`src/hdl/afc_pkg.sv`:
```
// Types, character codes and helper functions shared by the ASCII frame checker.
`default_nettype none
package afc_pkg;

	localparam logic [7:0] CH_NUL    = 8'h00;
	localparam logic [7:0] CH_DOLLAR = 8'h24;
	localparam logic [7:0] CH_STAR   = 8'h2A;
	localparam logic [7:0] CH_COMMA  = 8'h2C;

	localparam logic [31:0] TARGET_RESET = 32'h4241_5345;

	localparam logic [2:0] FIELD_SAT    = 3'd5;
	localparam logic [2:0] NAME_LEN     = 3'd4;
	localparam logic [2:0] MIN_FIELDS   = 3'd3;
	localparam logic [1:0] HEX_SAT      = 2'd3;
	localparam logic [1:0] HEX_LEN      = 2'd2;

	typedef enum logic [1:0] {
		PH_START   = 2'd0,
		PH_PAYLOAD = 2'd1,
		PH_CHECK   = 2'd2,
		PH_NOSTART = 2'd3
	} phase_t;

	typedef enum logic [1:0] {
		VD_OK       = 2'd0,
		VD_FORMAT   = 2'd1,
		VD_CHECKSUM = 2'd2,
		VD_TARGET   = 2'd3
	} verdict_t;

	typedef struct packed {
		verdict_t   verdict;
		logic [7:0] payload_sum;
		logic [2:0] field_count;
	} result_t;

	// bit 4 = digit is valid, bits 3:0 = its value
	function automatic logic [4:0] hex_value(input logic [7:0] c);
		logic [4:0] r;
		r = 5'd0;
		if (c >= 8'h30 && c <= 8'h39) begin
			r = {1'b1, 4'(c - 8'h30)};
		end else if (c >= 8'h41 && c <= 8'h46) begin
			r = {1'b1, 4'(c - 8'h37)};
		end else if (c >= 8'h61 && c <= 8'h66) begin
			r = {1'b1, 4'(c - 8'h57)};
		end
		return r;
	endfunction

	function automatic logic [7:0] name_byte(input logic [31:0] name, input logic [1:0] pos);
		logic [7:0] b;
		case (pos)
			2'd0:    b = name[31:24];
			2'd1:    b = name[23:16];
			2'd2:    b = name[15:8];
			default: b = name[7:0];
		endcase
		return b;
	endfunction

endpackage
`default_nettype wire

```
`src/hdl/afc_if.sv`:
```
// Valid/ready channel interfaces for line bytes and verdicts.
`default_nettype none
interface afc_byte_if;
	logic       valid;
	logic       ready;
	logic [7:0] line_byte;
	logic       line_end;

	modport source (output valid, output line_byte, output line_end, input ready);
	modport sink   (input valid, input line_byte, input line_end, output ready);
endinterface

interface afc_result_if;
	logic       valid;
	logic       ready;
	logic [1:0] verdict;
	logic [7:0] payload_sum;
	logic [2:0] field_count;

	modport source (output valid, output verdict, output payload_sum, output field_count,
		input ready);
	modport sink   (input valid, input verdict, input payload_sum, input field_count,
		output ready);
endinterface
`default_nettype wire

```
`src/hdl/afc_parser.sv`:
```
// Per-line parse state and its next-state update, with the verdict for the last byte.
`default_nettype none
module afc_parser #(
	parameter int MAX_LINE = 383
) (
	input  logic             clk,
	input  logic             arst_n,
	input  logic             step_en,
	input  logic [7:0]       line_byte,
	input  logic             line_end,
	input  logic [31:0]      target_name,
	output afc_pkg::result_t res
);
	import afc_pkg::*;

	localparam int CW = $clog2(MAX_LINE + 1);
	localparam logic [CW-1:0] MAX_CNT = CW'(MAX_LINE);

	phase_t        phase_q, phase_n;
	logic          halted_q, halted_n;
	logic [7:0]    sum_q, sum_n;
	logic [3:0]    hi_q, hi_n;
	logic [1:0]    hexcnt_q, hexcnt_n;
	logic          hexok_q, hexok_n;
	logic [2:0]    fields_q, fields_n;
	logic          infield_q, infield_n;
	logic [2:0]    pos_q, pos_n;
	logic          match_q, match_n;
	logic [CW-1:0] bytes_q, bytes_n;
	logic [4:0]    hv;

	always_comb begin
		phase_n   = phase_q;
		halted_n  = halted_q;
		sum_n     = sum_q;
		hi_n      = hi_q;
		hexcnt_n  = hexcnt_q;
		hexok_n   = hexok_q;
		fields_n  = fields_q;
		infield_n = infield_q;
		pos_n     = pos_q;
		match_n   = match_q;
		bytes_n   = bytes_q;
		hv        = hex_value(line_byte);

		if (!halted_q && bytes_q < MAX_CNT) begin
			if (line_byte == CH_NUL) begin
				halted_n = 1'b1;
			end else begin
				bytes_n = bytes_q + 1'b1;
				case (phase_q)
					PH_START: begin
						phase_n = (line_byte == CH_DOLLAR) ? PH_PAYLOAD : PH_NOSTART;
					end
					PH_PAYLOAD: begin
						if (line_byte == CH_STAR) begin
							phase_n = PH_CHECK;
						end else begin
							sum_n = sum_q + line_byte;
							if (line_byte == CH_COMMA) begin
								infield_n = 1'b0;
							end else begin
								infield_n = 1'b1;
								if (!infield_q && fields_q < FIELD_SAT)
									fields_n = fields_q + 1'b1;
								if (fields_n == 3'd1) begin
									if (pos_q >= NAME_LEN) begin
										match_n = 1'b0;
									end else begin
										if (name_byte(target_name, pos_q[1:0]) != line_byte)
											match_n = 1'b0;
										pos_n = pos_q + 1'b1;
									end
								end
							end
						end
					end
					PH_CHECK: begin
						case (hexcnt_q)
							2'd0: begin
								if (hv[4])
									hi_n = hv[3:0];
								else
									hexok_n = 1'b0;
							end
							2'd1: begin
								if (!hv[4] || {hi_q, hv[3:0]} != sum_q)
									hexok_n = 1'b0;
							end
							default: hexok_n = 1'b0;
						endcase
						if (hexcnt_q < HEX_SAT)
							hexcnt_n = hexcnt_q + 1'b1;
					end
					default: ;
				endcase
			end
		end

		if (phase_n != PH_CHECK)
			res.verdict = VD_FORMAT;
		else if (!hexok_n || hexcnt_n != HEX_LEN)
			res.verdict = VD_CHECKSUM;
		else if (fields_n < MIN_FIELDS)
			res.verdict = VD_FORMAT;
		else if (!match_n || pos_n != NAME_LEN)
			res.verdict = VD_TARGET;
		else
			res.verdict = VD_OK;
		res.payload_sum = sum_n;
		res.field_count = fields_n;
	end

	always_ff @(posedge clk or negedge arst_n) begin
		if (!arst_n) begin
			phase_q   <= PH_START;
			halted_q  <= 1'b0;
			sum_q     <= '0;
			hi_q      <= '0;
			hexcnt_q  <= '0;
			hexok_q   <= 1'b1;
			fields_q  <= '0;
			infield_q <= 1'b0;
			pos_q     <= '0;
			match_q   <= 1'b1;
			bytes_q   <= '0;
		end else if (step_en) begin
			if (line_end) begin
				phase_q   <= PH_START;
				halted_q  <= 1'b0;
				sum_q     <= '0;
				hi_q      <= '0;
				hexcnt_q  <= '0;
				hexok_q   <= 1'b1;
				fields_q  <= '0;
				infield_q <= 1'b0;
				pos_q     <= '0;
				match_q   <= 1'b1;
				bytes_q   <= '0;
			end else begin
				phase_q   <= phase_n;
				halted_q  <= halted_n;
				sum_q     <= sum_n;
				hi_q      <= hi_n;
				hexcnt_q  <= hexcnt_n;
				hexok_q   <= hexok_n;
				fields_q  <= fields_n;
				infield_q <= infield_n;
				pos_q     <= pos_n;
				match_q   <= match_n;
				bytes_q   <= bytes_n;
			end
		end
	end

endmodule
`default_nettype wire

```
`src/hdl/ascii_frame_checker_top.sv`:
```
// ASCII frame checker: byte stream in, one verdict per line out.
//
// Usage: bytes of a command line arrive on the line channel, one transfer per
// byte, with line_end set on the last one. For each line one transfer on the
// result channel carries verdict (0 ok, 1 format, 2 checksum, 3 target),
// payload_sum and field_count. Bytes that are not last produce no result.
// The target name register is written through cfg_wen/cfg_wdata; the user
// must write it only while idle; the block itself does not enforce this.
// Throughput: one byte per cycle while line.ready is high. A byte is
// registered at its transfer; a single add, compare and state update then
// applies it to the line state and puts a last byte's verdict in the output
// register. When the result receiver stalls, the held verdict stays there;
// non-final bytes keep flowing, and a further last byte waits in the input
// register, which then deasserts line.ready.
// Reset clears the line state and output valid and loads the target "BASE".
`default_nettype none
module ascii_frame_checker_top #(
	parameter int MAX_LINE = 383
) (
	input  logic          clk,
	input  logic          arst_n,
	input  logic          cfg_wen,
	input  logic [31:0]   cfg_wdata,
	afc_byte_if.sink      line,
	afc_result_if.source  result
);
	import afc_pkg::*;

	logic        valid_s1;
	logic [7:0]  byte_s1;
	logic        end_s1;
	logic [31:0] target_q;
	logic        out_valid_q;
	result_t     out_q;
	result_t     res;
	logic        slot_free;
	logic        step_en;

	assign slot_free  = !out_valid_q || result.ready;
	assign step_en    = valid_s1 && (!end_s1 || slot_free);
	assign line.ready = !valid_s1 || step_en;

	always_ff @(posedge clk or negedge arst_n) begin
		if (!arst_n) begin
			target_q <= TARGET_RESET;
		end else if (cfg_wen) begin
			target_q <= cfg_wdata;
		end
	end

	always_ff @(posedge clk or negedge arst_n) begin
		if (!arst_n) begin
			valid_s1 <= 1'b0;
		end else if (line.ready) begin
			valid_s1 <= line.valid;
		end
	end

	always_ff @(posedge clk) begin
		if (line.ready && line.valid) begin
			byte_s1 <= line.line_byte;
			end_s1  <= line.line_end;
		end
	end

	afc_parser #(
		.MAX_LINE(MAX_LINE)
	) u_parser (
		.clk         (clk),
		.arst_n      (arst_n),
		.step_en     (step_en),
		.line_byte   (byte_s1),
		.line_end    (end_s1),
		.target_name (target_q),
		.res         (res)
	);

	always_ff @(posedge clk or negedge arst_n) begin
		if (!arst_n) begin
			out_valid_q <= 1'b0;
		end else if (step_en && end_s1) begin
			out_valid_q <= 1'b1;
		end else if (result.ready) begin
			out_valid_q <= 1'b0;
		end
	end

	always_ff @(posedge clk) begin
		if (step_en && end_s1) begin
			out_q <= res;
		end
	end

	assign result.valid       = out_valid_q;
	assign result.verdict     = out_q.verdict;
	assign result.payload_sum = out_q.payload_sum;
	assign result.field_count = out_q.field_count;

endmodule
`default_nettype wire

```
`src/flat_wrapper.sv`:
```
// flat-port wrapper written by rule: the top's interface ports become plain ports
module ascii_frame_checker_top_flat import afc_pkg::*;
#(
	parameter int MAX_LINE = 383
)
  (clk, arst_n, cfg_wen, cfg_wdata, line_valid, line_line_byte, line_line_end, line_ready, result_valid, result_verdict, result_payload_sum, result_field_count, result_ready);
  afc_byte_if line_i ();
  afc_result_if result_i ();
  input  logic clk;
  input  logic arst_n;
  input  logic cfg_wen;
  input  logic [31:0] cfg_wdata;
  input wire logic [$bits(line_i.valid)-1:0] line_valid;
  input wire logic [$bits(line_i.line_byte)-1:0] line_line_byte;
  input wire logic [$bits(line_i.line_end)-1:0] line_line_end;
  output wire logic [$bits(line_i.ready)-1:0] line_ready;
  output wire logic [$bits(result_i.valid)-1:0] result_valid;
  output wire logic [$bits(result_i.verdict)-1:0] result_verdict;
  output wire logic [$bits(result_i.payload_sum)-1:0] result_payload_sum;
  output wire logic [$bits(result_i.field_count)-1:0] result_field_count;
  input wire logic [$bits(result_i.ready)-1:0] result_ready;
  assign line_i.valid = line_valid;
  assign line_i.line_byte = line_line_byte;
  assign line_i.line_end = line_line_end;
  assign line_ready = line_i.ready;
  assign result_valid = result_i.valid;
  assign result_verdict = result_i.verdict;
  assign result_payload_sum = result_i.payload_sum;
  assign result_field_count = result_i.field_count;
  assign result_i.ready = result_ready;
  ascii_frame_checker_top #(.MAX_LINE(MAX_LINE)) u_core (.clk(clk), .arst_n(arst_n), .cfg_wen(cfg_wen), .cfg_wdata(cfg_wdata), .line(line_i), .result(result_i));
endmodule
```
`config.mk`:
```
export PLATFORM = sky130hd
export DESIGN_NAME = ascii_frame_checker_top_flat
export DESIGN_NICKNAME = d
export VERILOG_FILES = /design/src/hdl/afc_pkg.sv /design/src/hdl/afc_if.sv /design/src/hdl/afc_parser.sv /design/src/hdl/ascii_frame_checker_top.sv /design/src/flat_wrapper.sv
export SDC_FILE = /design/constraint.sdc
export NUM_CORES = 1
export LEC_CHECK = 0
export ABC_AREA = 1
export BUFFER_PORTS_ARGS = -buffer_cell sky130_fd_sc_hd__buf_2
export CAP_MARGIN = 40
export CORE_MARGIN = 2
export CORE_UTILIZATION = 45
export CTS_BUF_LIST = sky130_fd_sc_hd__clkbuf_8
export DETAILED_ROUTE_END_ITERATION = 8
export PLACE_DENSITY_LB_ADDON = 0.1
export SLEW_MARGIN = 20
export SYNTH_ARGS = -nofsm -noshare
export SYNTH_HDL_FRONTEND = slang
export SYNTH_HIERARCHICAL = 1
export SYNTH_SLANG_ARGS = --single-unit
```
`constraint.sdc`:
```
create_clock -name clk -period 3.6 [get_ports clk]
set_input_delay 0.18 -clock clk [delete_from_list [all_inputs] [get_ports clk]]
set_output_delay 0.18 -clock clk [all_outputs]
set_load 0.02 [all_outputs]
```
==> results of run 1 <==
layer usage:
layer | global-route usage, % | up-vias | part of all wire [%]
li1 | - | 2287 | -
met1 | 29.6 | 2052 | 49
met2 | 32.0 | 94 | 45
met3 | 4.04 | 11 | 4.3
met4 | 6.59 | 0 | 1.3
met5 | 0 | - | 0
registers in the layout (all words and copies together) (netlist names), 2 cells and up:
signal / cells
u_core/byte_s1: 8
u_core/u_parser/phase_q: 2
u_core/u_parser/pos_q: 3
u_core/result.field_count: 3
u_core/target_q: 32
u_core/result.verdict: 2
u_core/u_parser/bytes_q: 9
u_core/u_parser/sum_q: 8
u_core/result.payload_sum: 8
u_core/u_parser/fields_q: 3
u_core/u_parser/hexcnt_q: 2
u_core/u_parser/hi_q: 4
logic make-up (layout without fill, tap and decap cells):
family	Yosys count	in the layout	synth area share (%)
and+or+nand+nor	309	309	26.6
adders and majority gates	18	18	4.32
AOI/OAI and AO/OA	102	102	12.5
xor gates and xnor gates	11	11	1.79
buffers and inverters	122	218	10.2
DFF	91	91	44.6
critical path, stage by stage (launching register included):
cell and delay, ns:
dfrtp_1 0.41, ha_1 0.42, inv_2 0.19, or2_2 0.31
nand3_1 0.10, nand2_1 0.06, nor2_1 0.10, nand3_1 0.08
o21bai_1 0.19, nand3_1 0.14, nor2_1 0.11, nand2_1 0.05
nand2_1 0.05, nand2_1 0.05
Yosys cell counts, types with 9 or more instances:
master / count / area share, %
a21oi_1: 22 / 2.0
dfrtp_1: 56 / 26
dfstp_2: 13 / 6.3
edfxtp_1: 22 / 12
ha_1: 17 / 3.9
inv_1: 97 / 6.8
nand2_1: 189 / 13
nand3_1: 41 / 3.8
nand4_1: 9 / 1.0
nor2_1: 28 / 2.0
o21ai_0: 24 / 2.2
o21ai_2: 29 / 4.7
o22ai_1: 11 / 1.3
power breakdown:
part | internal (uW) | switching, uW | total [uW]
clock network | 312 | 365 | 677
registers | 1200 | 106 | 1310
logic | 330 | 541 | 870
total | 1840 | 1010 | 2850
timing repair:
action,CTS,global route
buffers inserted,0,0
hold buffers,29,0
hold endpoints to repair,42,0
path summary, 6_finish.rpt:
path,depth (start not counted),to,slack [ns]
max in group asynchronous,3,u_core/target_q[6]$_DFFE_PN1P_,2.44
min reg2reg,2,u_core/target_q[6]$_DFFE_PN1P_,0.47
min,3,u_core/target_q[12]$_DFFE_PN1P_,0.01
min in group asynchronous,2,u_core/target_q[13]$_DFFE_PN0P_,0.31
max,13,u_core/result.verdict[0]$_DFFE_PP_,1.11
max reg2reg,13,u_core/result.verdict[0]$_DFFE_PP_,1.11
final cells by class:
class                   instances  area [um^2]  share of cell area (%)
clock buffers                   9          124                    1.98
clock inverters                 7         61.3                   0.979
inverters                     106          400                    6.39
multi-input cells             440         2430                    38.8
flip-flops and latches         91         2400                    38.4
well taps                     143          179                    2.86
repair buffers                 96          663                    10.6
through the flow:
step	utilization, %	worst slack [ns]
6_report	54.2	1.11
4_1_cts	54.2	1.10
2_1_floorplan	-	1.53
3_5_place_dp	50.1	1.13
3_3_place_gp	49.8	1.13
5_1_grt	54.2	0.889
==> impl_metrics.tcl, run 1 <==
set metrics [dict create \
    detail_route.vias_per_cell 4.98 \
    netlist_area_mm2 0.00539 \
    p_per_area_mw_per_mm2 455 \
    netlist_instances 653 \
    final.setup_skew_ns 0.00829 \
    static-leakage-power_uw 0.00309 \
    core-area_mm2 0.0116 \
    clk_pin_slew_ns 0.09 \
    worst_pin_slew_ns 0.566 \
    postSynthRegisterBits 91 \
    layout.nets 808 \
    clock_sinks 91 \
    per_cell_routed_wire_length_um 14.0 \
    num_antenna_cells 0 \
    fillCellCount 1130 \
    min_from "cfg_wdata[12]" \
    layout-area-overhead-vs-synth_pct 16.3 \
    finalWorstPathRequiredPeriod_ns 2.49 \
    grt_pass1_vias 4344 \
    timing.hold.ws_ns 0.0108 \
    cts.root.buffer_cell "clkbuf_8" \
    finalWeightedCongestion 0.896 \
    finalWirelength_mm 12.5 \
    via_count 4444 \
    timing.critical_path.to_type "flip-flop" \
    placed_cell_area_mm2 0.00579 \
    grtUsageTotal_pct 20.7 \
    fin_area_mm2 0.00626 \
    number_of_iterations_in_the_first_detailed_routing_pass 5 \
    num_rows 39 \
    ir_worst_vdd_uv 246 \
    grt_max_degree 33 \
    final-hold-violation-count 0 \
    period_utilization_post_route_pct 69.2 \
    cp_data_required_time_ns 3.74 \
    timing.max_cap.violations 0 \
    asyncSetResetFlopFracSynth_pct 75.8 \
    dp.cells 847 \
    rsz_0062_raised_after_global_routing "false" \
    htree_num_levels 3 \
    synth-edff-count 22 \
    cts_inserted_buffers 9 \
    seq_total_area_yosys_pct 44.6 \
    cp.arrival_ns 2.63 \
    drive_gt1_share_pct 22.4 \
    instances_no_fill 892 \
    worstSkewPairLatency_ns 0.38 \
    total_die_area_mm2 0.0129 \
    run_status "finished, final reports clean" \
    die_w_um 113 \
    total_power_consumption_uw 2850 \
    postRouteAntennaNets 0 \
    synth_warnings 6 \
    cts_max_path_buffers 2 \
    post-route-drc-count 0 \
    setup-violations-final 0 \
    boundaryPins 61 \
    cts_repair_resize_count 0 \
    crit_path_start_kind "flip-flop" \
    global_route_wire_length_before_repair_mm 21.1 \
    detailedPlacementHpwl_mm 9.20 \
    postSynthNetCount 717 \
    synth_area_per_cell_um2 8.25 \
    antenna_found_initial 0 \
    synth_unique_cells 46 \
    criticalPathCategory "flip-flop to flip-flop" \
    mostFrequentLayoutCells "189 x nand2_1, 99 x inv_1, 60 x buf_2, 56 x dfrtp_1, 41 x nand3_1" \
    crit-reg2reg-launch "u_core/u_parser/pos_q[0]$_DFFE_PN0P_" \
    final_common_cell "nand2_1" \
    globalRouteOverflowTotal 0 \
    timing.max_slew.rel_slack_pct 62.3 \
    first_iter_violations 271 \
    report.final.slew_viol_count 0 \
    postSynth.topFlopCell "dfrtp_1" \
    worst_hold_path_type "input pin to flip-flop" \
    achievable-frequency_ghz 0.402 \
    worstSetupStartpoint "u_core/u_parser/pos_q[0]$_DFFE_PN0P_" \
    start_util_pct 46.6 \
    cts_tree "done" \
    die-height_um 113 \
    fin_tns_setup_ns 0 \
    critPathMaxFanout 13 \
    portBuffers 60 \
]
(Power assumes the default switching activity.)
==> run 2: changes to the inputs <==
Clock period 3.6 ns to 2.45 ns, I/O delays scaled along.
==> run 2 against run 1 <==
  * Power is 49% higher
  * Sequential power grew 46%
  * Critical path depth unchanged
==> impl_metrics.tcl, run 2 (synthesis gave the netlist of run 1 again) <==
set metrics [dict create \
    finalWeightedCongestion 0.865 \
    finalWirelength_mm 12.6 \
    crit-reg2reg-launch "u_core/byte_s1[0]$_DFFE_PP_" \
    grt_max_degree 48 \
    endpoint "u_core/result.verdict[1]$_DFFE_PP_" \
    static-leakage-power_uw 0.00321 \
    cts_inserted_buffers 9 \
    antenna_found_initial 0 \
    num_antenna_cells 0 \
    switchingPower_uw 1470 \
    seqPwrFrac_pct 44.8 \
    report.final.slew_viol_count 0 \
    timing.max_cap.violations 0 \
    worst_pin_slew_ns 0.700 \
    critPathMaxFanout 5 \
    final-hold-violation-count 0 \
    cts_max_path_buffers 2 \
    layout-area-overhead-vs-synth_pct 21.5 \
    fin_tns_setup_ns 0 \
    boundaryPins 61 \
    fillCellCount 1063 \
    detailedPlacementHpwl_mm 9.07 \
    start_util_pct 46.6 \
    reg2reg_setup_slack_ns 0.18 \
    final_common_cell "nand2_1" \
    max_reg_flops 32 \
    clock_sinks 91 \
    run_status "finished, final reports clean" \
    p_clk_share_pct 23.5 \
    setup-violations-final 0 \
    first_iter_violations 215 \
    postRouteAntennaNets 0 \
    worstSetupStartpoint "u_core/byte_s1[0]$_DFFE_PP_" \
    period_utilization_post_route_pct 92.7 \
    internal_dissipation_uw 2780 \
    htree_num_levels 3 \
    timing.max_slew.rel_slack_pct 53.1 \
    grt_pass1_vias 4433 \
    core-area_mm2 0.0116 \
    worst-r2r-cell-count 13 \
    mostFrequentLayoutCells "188 x nand2_1, 97 x inv_1, 60 x buf_2, 56 x dfrtp_1, 44 x dlygate4sd3_1" \
    num_rows 39 \
    p_per_area_mw_per_mm2 651 \
    cts_tree "done" \
    utilization_pct 56.6 \
    die-height_um 113 \
    ir_worst_vdd_uv 420 \
    global_route_wire_length_before_repair_mm 21.3 \
    cp.arrival_ns 2.40 \
    worst_hold_path_type "input pin to async pin" \
    per_cell_routed_wire_length_um 13.7 \
    r2r-end "u_core/result.verdict[1]$_DFFE_PP_" \
    p_comb_share_pct 31.8 \
    number_of_iterations_in_the_first_detailed_routing_pass 4 \
    grtUsageTotal_pct 21.0 \
    layout.nets 832 \
    die_w_um 113 \
    globalRouteOverflowTotal 0 \
    crit_path_start_kind "flip-flop" \
    timing.critical_path.to_type "flip-flop" \
    clk_pin_slew_ns 0.08 \
    final.setup_skew_ns 0.00862 \
    worstSkewPairLatency_ns 0.38 \
    finalWorstPathRequiredPeriod_ns 2.27 \
    largest_registers_in_the_final_layout "u_core/target_q x32, u_core/u_parser/bytes_q x9" \
    post-route-drc-count 0 \
    cts.root.buffer_cell "clkbuf_8" \
    drive_gt1_share_pct 24.2 \
    portBuffers 60 \
    total_die_area_mm2 0.0129 \
    detail_route.vias_per_cell 4.92 \
    achievable-frequency_ghz 0.440 \
    cp_data_required_time_ns 2.58 \
    via_count 4511 \
    largest_register "u_core/target_q" \
    criticalPathCategory "flip-flop to flip-flop" \
    power.share.switching_pct 34.6 \
]
-- run 2: timing repair --
action | CTS | global route
endpoints found under the hold margin | 60 | 0
pin swaps | 0 | 1
endpoints found under the setup margin | 2 | 4
hold buffers | 44 | 0
cloned | 0 | 0
resized for setup | 0 | 16
buffers inserted | 1 | 8
-- run 2: power by group through the flow --
| stage | sequential, uW | combinational [uW] | clock (uW) |
|---|---|---|---|
| 6_report | 1910 | 1350 | 999 |
| 5_1_grt | 1930 | 1550 | 1100 |
| 4_1_cts | 1910 | 1300 | 1050 |
| 3_5_place_dp | 1940 | 1240 | 0 |
| 3_3_place_gp | 1940 | 1220 | 0 |
| 2_1_floorplan | 1930 | 918 | 0 |
-- run 2: worst min-delay path by stage --
stage	start	to	slack [ns]	depth (start not counted)
after floorplan	arst_n	u_core/result.valid$_DFFE_PN0P_	-0.17	0
after global placement	arst_n	u_core/target_q[29]$_DFFE_PN0P_	0.15	1
after detailed placement	arst_n	u_core/target_q[29]$_DFFE_PN0P_	0.14	1
after CTS	arst_n	u_core/result.valid$_DFFE_PN0P_	0.24	2
after global routing	arst_n	u_core/target_q[10]$_DFFE_PN0P_	0.30	2
final	arst_n	u_core/target_q[10]$_DFFE_PN0P_	0.25	2
-- run 2: worst max-delay path: stages (launching register included) --
cell and delay [ns]:
edfxtp_1 0.41, inv_2 0.11, ha_2 0.22, inv_1 0.08, nand3_1 0.11, nand3_2 0.14, o21ai_1 0.28, nor2_1 0.07
nor2_1 0.14, nand3_1 0.11, nand2_1 0.08, nand2_1 0.07, nor2_2 0.12, a21oi_1 0.08
-- run 2: final cells by class --
type | count | area, um^2 | share of cell area, %
multi-input cells | 440 | 2480 | 38.0
inverters | 106 | 403 | 6.16
flip-flops and latches | 91 | 2400 | 36.7
repair buffers | 120 | 886 | 13.5
well taps | 143 | 179 | 2.73
clock inverters | 6 | 50.0 | 0.765
clock buffers | 10 | 138 | 2.10
-- run 2: layer usage --
metal	vias up	track usage (%)	share of wire [%]
met1	2073	29.0	49
met2	85	33.2	46
met3	22	3.99	3.4
li1	2331	-	-
met4	0	7.72	2.0
met5	-	0	0
-- run 2: through the flow --
stage	cells	total power (uW)	instance area [um^2]	setup WS [ns]	hold slack [ns]
global placement	847	3150	5790	0.0105	0.148
global route	916	4580	6540	-0.000925	0.299
CTS	908	4260	6430	0.129	0.245
detailed placement	847	3170	5790	0.0182	0.141
floorplan	653	2850	5390	0.383	-0.173
finish	916	4260	6540	0.180	0.254
